## config.mk

```make
export PLATFORM = sky130hd
export DESIGN_NAME = sorted_key_table
export DESIGN_NICKNAME = d
export VERILOG_FILES = /design/src/rtl/skt_pkg.sv /design/src/rtl/skt_cell.sv /design/src/rtl/sorted_key_table.sv
export SDC_FILE = /design/constraint.sdc
export NUM_CORES = 1
export LEC_CHECK = 0
export ABC_AREA = 0
export BUFFER_PORTS_ARGS = -buffer_cell sky130_fd_sc_hd__buf_2
export CAP_MARGIN = 20
export CORE_ASPECT_RATIO = 1.1
export CORE_MARGIN = 5
export CORE_UTILIZATION = 60
export DETAILED_ROUTE_END_ITERATION = 10
export GPL_TIMING_DRIVEN = 0
export PLACE_DENSITY = 0.74
export SLEW_MARGIN = 30
export SYNTH_ARGS = -nofsm -noshare
export SYNTH_HDL_FRONTEND = slang
export SYNTH_SLANG_ARGS = --single-unit
```

## constraint.sdc

```tcl
create_clock -name i_clk -period 5.3 [get_ports i_clk]
set_clock_uncertainty 0.2 [all_clocks]
set_input_delay 0.265 -clock i_clk [delete_from_list [all_inputs] [get_ports i_clk]]
set_output_delay 0.265 -clock i_clk [all_outputs]
set_load 0.01 [all_outputs]
```

## src/rtl/skt_pkg.sv

```systemverilog
package skt_pkg;

    localparam int SKT_CAPACITY = 8;
    localparam int SKT_KEY_W    = 34;

    localparam logic [1:0] REQ_INSERT = 2'd0;
    localparam logic [1:0] REQ_REMOVE = 2'd1;
    localparam logic [1:0] REQ_SEARCH = 2'd2;
    localparam logic [1:0] REQ_CLEAR  = 2'd3;

    localparam logic [1:0] STAT_OK   = 2'd0;
    localparam logic [1:0] STAT_FULL = 2'd1;
    localparam logic [1:0] STAT_DUP  = 2'd2;
    localparam logic [1:0] STAT_MISS = 2'd3;

    // Per-cycle command broadcast to every cell
    typedef struct packed {
        logic cmp;   // latch compare flags against the request key
        logic ins;   // open a slot at the insertion point, shift larger keys up
        logic del;   // drop the matching key, shift larger keys down
    } t_cell_ctl;

endpackage

```

## src/rtl/skt_cell.sv

```systemverilog
module skt_cell (
    input  logic                          i_clk,
    input  logic                          i_rst_n,
    input  skt_pkg::t_cell_ctl            i_ctl,
    input  logic                          i_valid,     // slot holds a key
    input  logic [skt_pkg::SKT_KEY_W-1:0] i_req_key,
    input  logic [skt_pkg::SKT_KEY_W-1:0] i_prev_key,  // key of the cell below
    input  logic [skt_pkg::SKT_KEY_W-1:0] i_next_key,  // key of the cell above
    input  logic                          i_prev_lt,   // cell below holds a smaller key
    output logic [skt_pkg::SKT_KEY_W-1:0] o_key,
    output logic                          o_lt,
    output logic                          o_eq
);
    import skt_pkg::*;

    logic [SKT_KEY_W-1:0] r_key;
    logic                 r_lt;
    logic                 r_eq;

    always_ff @(posedge i_clk) begin
        if (!i_rst_n) begin
            r_lt <= 1'b0;
            r_eq <= 1'b0;
        end else if (i_ctl.cmp) begin
            r_lt <= i_valid && (r_key < i_req_key);
            r_eq <= i_valid && (r_key == i_req_key);
        end
    end

    // Keys stay sorted, so the cells with lt clear form the upper part of the row
    always_ff @(posedge i_clk) begin
        if (i_ctl.ins && !r_lt) begin
            r_key <= i_prev_lt ? i_req_key : i_prev_key;
        end else if (i_ctl.del && !r_lt) begin
            r_key <= i_next_key;
        end
    end

    assign o_key = r_key;
    assign o_lt  = r_lt;
    assign o_eq  = r_eq;

endmodule

```

## src/rtl/sorted_key_table.sv

```systemverilog
// Sorted key table: holds up to CAPACITY unique 34-bit keys in ascending
// order in a row of cells. A request is an insert, remove, search or clear
// (tuser) of a key (tdata); each gives one result with status, position and
// the key count after the request. A request is accepted in the idle state;
// in the compare state every cell compares its key against the request, and
// the update state shifts the row and registers the result, waiting while an
// earlier result is still held downstream. The next request is taken in the
// cycle after its predecessor's result is registered, while that result may
// still wait for the downstream side.
module sorted_key_table #(
    parameter int CAPACITY = skt_pkg::SKT_CAPACITY
) (
    input  logic        i_clk,
    input  logic        i_rst_n,
    input  logic        i_s_tvalid,
    output logic        o_s_tready,
    input  logic [39:0] i_s_tdata,   // [33:0] card_number, [39:34] zero
    input  logic [1:0]  i_s_tuser,   // [1:0] req_type
    output logic        o_m_tvalid,
    input  logic        i_m_tready,
    output logic [15:0] o_m_tdata    // [1:0] status, [4:2] position,
                                     // [8:5] entry_count, [15:9] zero
);
    import skt_pkg::*;

    localparam int CNT_W = $clog2(CAPACITY + 1);
    localparam int SUM_W = (CNT_W > 4) ? CNT_W : 4;

    localparam logic [1:0] S_IDLE = 2'd0;
    localparam logic [1:0] S_CMP  = 2'd1;
    localparam logic [1:0] S_UPD  = 2'd2;

    logic [1:0]           r_state, n_state;
    logic [1:0]           r_req;
    logic [SKT_KEY_W-1:0] r_key;
    logic [CNT_W-1:0]     r_count, n_count;
    logic                 r_out_valid;
    logic [1:0]           r_status, n_status;
    logic [2:0]           r_pos, n_pos;
    logic [3:0]           r_cnt_out;

    logic [SKT_KEY_W-1:0] w_key [CAPACITY];
    logic [CAPACITY-1:0]  w_lt;
    logic [CAPACITY-1:0]  w_eq;
    logic                 s_fire;
    logic                 upd_fire;
    logic                 full;
    logic                 found;
    logic [SUM_W-1:0]     lt_sum;
    logic [SUM_W-1:0]     cnt_ext;
    t_cell_ctl            ctl;

    assign o_s_tready = (r_state == S_IDLE);
    assign s_fire     = i_s_tvalid && o_s_tready;
    assign upd_fire   = (r_state == S_UPD) && (!r_out_valid || i_m_tready);
    assign full       = (r_count == CNT_W'(CAPACITY));
    assign found      = |w_eq;

    // Insertion point and match slot are both the number of smaller keys
    always_comb begin
        lt_sum = '0;
        for (int i = 0; i < CAPACITY; i++) begin
            lt_sum = lt_sum + SUM_W'(w_lt[i]);
        end
    end

    always_comb begin
        ctl.cmp  = (r_state == S_CMP);
        ctl.ins  = 1'b0;
        ctl.del  = 1'b0;
        n_count  = r_count;
        n_status = STAT_OK;
        n_pos    = 3'd0;
        case (r_req)
            REQ_INSERT: begin
                if (full) begin
                    n_status = STAT_FULL;
                end else if (found) begin
                    n_status = STAT_DUP;
                end else begin
                    ctl.ins = upd_fire;
                    n_count = r_count + CNT_W'(1);
                    n_pos   = lt_sum[2:0];
                end
            end
            REQ_REMOVE: begin
                if (found) begin
                    ctl.del = upd_fire;
                    n_count = r_count - CNT_W'(1);
                    n_pos   = lt_sum[2:0];
                end else begin
                    n_status = STAT_MISS;
                end
            end
            REQ_SEARCH: begin
                if (found) begin
                    n_pos = lt_sum[2:0];
                end else begin
                    n_status = STAT_MISS;
                end
            end
            default: begin
                n_count = '0;
            end
        endcase
    end

    always_comb begin
        n_state = r_state;
        case (r_state)
            S_IDLE:  if (s_fire) n_state = S_CMP;
            S_CMP:   n_state = S_UPD;
            S_UPD:   if (upd_fire) n_state = S_IDLE;
            default: n_state = S_IDLE;
        endcase
    end

    assign cnt_ext = SUM_W'(n_count);

    always_ff @(posedge i_clk) begin
        if (!i_rst_n) begin
            r_state     <= S_IDLE;
            r_count     <= '0;
            r_out_valid <= 1'b0;
        end else begin
            r_state <= n_state;
            if (upd_fire) begin
                r_count     <= n_count;
                r_out_valid <= 1'b1;
            end else if (i_m_tready) begin
                r_out_valid <= 1'b0;
            end
        end
    end

    always_ff @(posedge i_clk) begin
        if (s_fire) begin
            r_req <= i_s_tuser;
            r_key <= i_s_tdata[SKT_KEY_W-1:0];
        end
        if (upd_fire) begin
            r_status  <= n_status;
            r_pos     <= n_pos;
            r_cnt_out <= cnt_ext[3:0];
        end
    end

    genvar g;
    generate
        for (g = 0; g < CAPACITY; g++) begin : g_cell
            logic [SKT_KEY_W-1:0] prev_key;
            logic [SKT_KEY_W-1:0] next_key;
            logic                 prev_lt;
            if (g == 0) begin : g_first
                assign prev_key = r_key;
                assign prev_lt  = 1'b1;
            end else begin : g_mid
                assign prev_key = w_key[g-1];
                assign prev_lt  = w_lt[g-1];
            end
            if (g == CAPACITY - 1) begin : g_last
                assign next_key = w_key[g];
            end else begin : g_inner
                assign next_key = w_key[g+1];
            end
            skt_cell u_cell (
                .i_clk      (i_clk),
                .i_rst_n    (i_rst_n),
                .i_ctl      (ctl),
                .i_valid    (r_count > CNT_W'(g)),
                .i_req_key  (r_key),
                .i_prev_key (prev_key),
                .i_next_key (next_key),
                .i_prev_lt  (prev_lt),
                .o_key      (w_key[g]),
                .o_lt       (w_lt[g]),
                .o_eq       (w_eq[g])
            );
        end
    endgenerate

    assign o_m_tvalid = r_out_valid;
    assign o_m_tdata  = {7'd0, r_cnt_out, r_pos, r_status};

    // Assertions
    a_count_bound: assert property (@(posedge i_clk) disable iff (!i_rst_n)
        r_count <= CNT_W'(CAPACITY))
        else $error("key count above capacity");

    a_unique_match: assert property (@(posedge i_clk) disable iff (!i_rst_n)
        (r_state == S_UPD) |-> $onehot0(w_eq))
        else $error("key matched in more than one cell");

    a_sorted_lt: assert property (@(posedge i_clk) disable iff (!i_rst_n)
        (r_state == S_UPD) |-> ((w_lt & ~(w_lt << 1) & ~CAPACITY'(1)) == '0))
        else $error("smaller-key flags not contiguous from slot 0");

    a_result_after_update: assert property (@(posedge i_clk) disable iff (!i_rst_n)
        upd_fire |=> (r_out_valid && r_state == S_IDLE))
        else $error("update did not produce a result");

endmodule

```

After elaboration in Yosys (flattened, before gate mapping)
Index checks and enable logic that the tools add are counted.

Output and inout port bits: 18. Flip-flop bits (word level): 340. Input port bits: 46.

Multiplexer cells: 43. Order comparisons: 16. Equal/unequal tests: 15. Add/sub/neg operators: 9. Reduce and logical (&&, ||, !) cells: 56.

Operators with widths (count): 34-bit two-way mux (21); 34-bit == test (8); 34-bit less-than comparator (8); 1-bit logical AND (33); 4-bit by 3-bit > comparator with 1-bit output (second input constant) (4); 2-bit nonzero test (8); 3-bit by 1-bit adder with 3-bit output (5); 4-bit two-way mux (3); 4-bit case mux with 3 select lines (1); 2-bit two-way mux (5); 1-bit zero test (9); 3-bit two-way mux (3); 4-bit by 1-bit > comparator with 1-bit output (second input constant) (2); 4-bit by 2-bit > comparator with 1-bit output (second input constant) (2); 8-bit OR reduction (1); 1-bit two-way mux (7); 2-bit case mux with 3 select lines (1); 3-bit case mux with 2 select lines (1); 4-bit by 1-bit adder with 4-bit output (second input constant) (1); 2-bit by 1-bit == test with 1-bit output (second input constant) (2); 2-bit == test (second input constant) (2); 4-bit == test (second input constant) (1); 2-bit zero test (2); 2-bit case mux with 2 select lines (1); other kinds (8) (8).

Depth between registers and ports, before layout
Depth after elaboration: 10. Depth in mapped cells: 12. Depth with buffers taken out: 10.

Hierarchy
From an unflattened synthesis, not the netlist that was laid out.

Cells, all modules: 2440. Area total of the unflattened synthesis: 23870.4 um^2.

Modules (own cells, without submodules): skt_cell (seq. area each 1061.0 um^2, cells each 282, area each 2682.6 um^2, instances 8); sorted_key_table (seq. area each 1491.4 um^2, cells each 184, area each 2409.8 um^2, instances 1).

Worst setup path before layout
Ideal clock, no wire load.

Path type: register -> register. From: register g_cell[0].u_cell.r_lt. To: register r_pos[2] (data pin). Path slack: 1.461 ns. Required time: 4.846 ns. Stages on the path, launching flop included: 13. Clock period less this slack: 3.839 ns. Arrival time: 3.385 ns. Cell sequence: dfxtp_1 > buf_2 > buf_1 > inv_1 > fa_1 > fa_1 > fa_1 > inv_1 > ha_1 > inv_1 > fa_1 > xor2_1 > nor2_1.

Longest elaborated chain between the ends: 10.

RTL lines: start, declared (line skt_cell.sv:17) `logic r_lt;`; start signal, assigned (line skt_cell.sv:25) `r_lt <= i_valid && (r_key < i_req_key);`; 1-bit by 1-bit adder with 2-bit output * (line sorted_key_table.sv:63) `lt_sum = lt_sum + SUM_W'(w_lt[i]);`; 2-bit by 1-bit adder with 3-bit output * (line sorted_key_table.sv:63); 3-bit by 1-bit adder with 3-bit output * (5 in a row) (line sorted_key_table.sv:63); 3-bit two-way mux (line sorted_key_table.sv:78) `end else if (found) begin`; 3-bit two-way mux (line sorted_key_table.sv:76) `if (full) begin`; 3-bit case mux with 2 select lines * (line sorted_key_table.sv:74) `case (r_req)`; named net n_pos[2] (line sorted_key_table.sv:39) `logic [2:0] r_pos, n_pos;`; end signal, assigned (line sorted_key_table.sv:143) `r_pos <= n_pos;`; end, declared (line sorted_key_table.sv:39).

The timed path passes the listed nets; every way through them passes the cells marked *. A chain may end at the register's enable or synchronous reset.

Worst setup path after layout
Same ends and word-level chain as after synthesis.

==> metrics.md <==
| Metric | Value |
|---|---|
| Slew HR | `25.20%` |
| Worst-Skew Late Latency | `570 ps` |
| Seq/Total Area, Yosys | `44.85%` |
| Period utilisation layout | `84.83%` |
| Crit path capture type | `flop` |
| Die width | `193.6 um` |
| Internal Power | `4.667 mW` |
| Origin of the worst setup path | `g_cell[0].u_cell.o_lt` |
| Slowest stage delay, CP | `710 ps` |
| Max-slew violations | `0` |
| CTS clk-pin slew, worst paths | `about 60 ps` |
| YS warnings | `0` |
| Asr flop ratio synth | `0%` |
| CP max-delay cell | `buf_1` |
| Data required time at the worst endpoint | `5410 ps` |
| Static leakage | `9.753 nW` |
| CTS root buf | `clkbuf_16` |
| DRT iter0 DRCs | `1869` |
| Antenna cells | `0` |
| Utilization after layout | `between 60% and 70%` |
| Bufs on Longest Clock Path | `3` |
| TNS Setup | `0 ps` |
| #FFs+latches synth | `340` |
| Switch share | `roughly a quarter` |
| Number of global-route vias before repair | `roughly 18000` |
| Filler cell count | `about 2800` |
| Worst Hold End | `g_cell[0].prev_key[17]` |
| Final WL | `68970 um` |
| Yosys top cell by area | `edfxtp_1` |
| Most common cell on crit path | `fa_1` |
| Gr usage total | `32.90%` |
| Crit Path Category | `flop to flop` |
| Layout Cells excl Fill | `2703` |
| Critical path arrival | `4610 ps` |
| IO Pins | `64` |
| Max Clock Freq | `222.4 MHz` |
| RePlAce Congestion | `0.9790` |
| Total clock sinks | `340` |
| CTS tree | `yes` |
| Sequential share of power | `between 40% and 50%` |
| Hold Path Class | `primary input to flop` |
| Number of synthesized flops with an enable pin | `317` |
| Logic pwr share | `9.3%` |
| Largest net degree at the start of global routing | `20` |
| Most common cell after layout, fill and taps aside | `edfxtp_1` |
| TritonRoute pass-1 iters | `5` |
| Worst VDD drop | `0.2278 mV` |
| Postcts setup bufs | `0` |
| Drt drc | `0` |
| RSZ-0062 raised after global routing | `false` |
| Area share of the largest cell type after synthesis | `42.78%` |
| Pwr dens | `245.0 nW/um^2` |
| Routed via count | `17610` |
| Post-Synthesis Cell Area | `22250 sq um` |
| Final nets | `2515` |
| Die ar. | `41040 sq um` |
| Hold path depth | `2` |
| Switching Power | `1.518 mW` |
| Synth top area cells | `edfxtp_1 (43%), ha_1 (16%), mux2i_1 (9.2%)` |
| Status | `complete, no violations` |
| Drt wl/cell | `approximately 26 um` |
| DRT antenna net count | `0` |
| Core footprint | `36940 sq um` |
| GRT overflow | `0` |
| Post-Syn Instances | `2029` |
| Layout area overhead | `13.47%` |
| Setup slack, reg-to-reg | `slightly above 800 ps` |
| Minimum clock period | `4496 ps` |
| Critical-path cell list | `buf_2 -> buf_1 -> inv_1 -> fa_1 -> fa_1 -> fa_1 -> inv_1 -> ha_1 -> inv_1 -> fa_1 -> xor2_1 -> nor2_1` |
| Initial antenna violation count | `2` |
| Inst Count DP | `~2600` |
| Type of origin of the critical path | `flop` |
| Number of cell rows | `74` |
| Post-DP HPWL | `51000 um` |
| CTS buffer count | `39` |
| Reg2reg path depth | `12` |
| Reg2reg end | `r_pos[2]` |
| Starting Density | `60.24%` |
| Hold path startpoint | `i_s_tdata[17]` |
| Die Ht | `between 200 and 250 um` |
| Final setup fails | `0` |
| Clock Power Share | `42.6%` |
| Total power | `6.185 mW` |
| Reg2reg start | `g_cell[0].u_cell.o_lt` |
| Avg Cell Area, Syn | `10.97 sq um` |
| Port Buffers | `50` |
| Most frequent cells in the layout | `edfxtp_1 (317), ha_1 (282), nand2_1 (217)` |
| Actual slew at the worst max-slew pin | `1108 ps` |
| Max_cap viols | `0` |
| Ys flop type | `edfxtp_1` |
| DR vias/cell | `roughly 6.5` |
| Share of layout cells above drive strength 1 | `11.63%` |
| Worst Path Max Fanout | `10` |
| Synth cell types | `approximately 70` |
| Htree depth | `2` |
| First-pass GRT wire length | `104200 um` |
| Fin. Hold Viols | `0` |
## routing by layer
layer | track usage (%) | routed length, um | part of all wire, % | up-vias
met5 | 0 | 21 | 0.030 | -
met4 | 14.92 | 3564 | 5.2 | 4
met3 | 7.179 | 6070 | 8.8 | 218
met2 | 54.29 | 32290 | 47 | 875
met1 | 42.04 | 27030 | 39 | 8584
li1 | - | - | - | 7931
## worst max-delay path: cells and delay by family, from the launching register on
| kind | cells | cell delay [ps] |
|---|---|---|
| simple gates | 1 | 50 |
| buf+inv | 5 | 1390 |
| flops | 1 | 430 |
| fa+ha+maj | 5 | 1970 |
| xor+xnor | 1 | 190 |
## how the worst max path moves through the flow
stage	end	slack (ps)	cells after the start
2_1_floorplan	r_pos[2]	1460	12
3_3_place_gp	g_cell[1].u_cell.o_key[15]	-300	7
3_5_place_dp	r_pos[2]	840	12
4_1_cts	r_pos[2]	830	12
5_1_grt	r_pos[2]	650	12
6_report	r_pos[2]	800	12
## cell families (layout without fill, tap and decap cells)
kind of cell / count (synthesis) / in the layout / synth area share, %
muxes: 270 / 270 / 12.99
buffers and inverters: 198 / 372 / 3.936
other: 1 / 7 / 0.01685
DFF: 340 / 340 / 44.85
adders and majority gates: 286 / 286 / 16.22
xor gates and xnor gates: 2 / 2 / 0.07873
AOI/OAI and AO/OA: 445 / 445 / 11.59
and+or+nand+nor: 487 / 487 / 10.33
## area by class of cell
class / count / area, sq um / share of cell area [%]
clock buffer: 49 / 1087 / 4.306
sequential: 340 / 9980 / 39.52
tap: 494 / 618.1 / 2.448
buffer: 123 / 591.8 / 2.344
clock inverter: 18 / 117.6 / 0.4658
inverter: 75 / 286.5 / 1.135
timing repair buffer: 107 / 1074 / 4.252
multi-input combinational: 1497 / 11490 / 45.53
## metrics by stage
stage | hold WS, ps | setup WS (ps) | area (sq um)
after global routing | 200.6 | 651.4 | 25250
final | 201.5 | 804.2 | 25250
after global placement | 241.0 | -302.3 | 23140
after floorplan | 163.9 | 1461 | 22280
after CTS | 182.9 | 834.9 | 25250
after detailed placement | 243.1 | 836.2 | 23640
## power groups by stage
stage	logic (mW)	clock network (mW)	registers [mW]
floorplan	0.345	0	3.03
global placement	0.492	0	3.04
detailed placement	0.535	0	3.03
CTS	0.563	2.65	2.98
global route	0.630	2.77	2.98
finish	0.573	2.63	2.98
## repair_timing
item                      CTS  global route
hold endpoints to repair   42             0
hold buffers               40             0
gates resized for setup     0             0
## state kept, by name, summed over array words and instances, names as in the netlist, 3 cells and up
| signal | flops |
|---|---|
| r_count | 4 |
| r_cnt_out | 4 |
| g_cell.u_cell.o_eq | 8 |
| g_cell.u_cell.o_lt | 8 |
| r_pos | 3 |
| g_cell.u_cell.o_key | 272 |
| g_cell.prev_key | 34 |
## synth_stat cells, types with 4 or more instances
library cell and count:
edfxtp_1 317, ha_1 282, nand2_1 217, mux2i_1 204, a21oi_1 112, o21ai_0 109, o21ai_1 101, nor2_1 91
clkbuf_1 79, inv_1 74, nand4_1 53, a21o_1 42, nand3_1 40, mux2_2 38, mux2_4 28, buf_2 27
dfxtp_1 23, a211oi_1 21, nor3_1 17, nor2b_1 12, buf_4 10, a31oi_1 9, nor4_1 8, a221o_1 7
and4_1 7, nand2b_1 6, o31ai_1 6, or3_1 6, a2111oi_0 5, and2_1 5, nand3_2 5, a221oi_1 4
fa_1 4
Power figures use the tool's default switching activity.
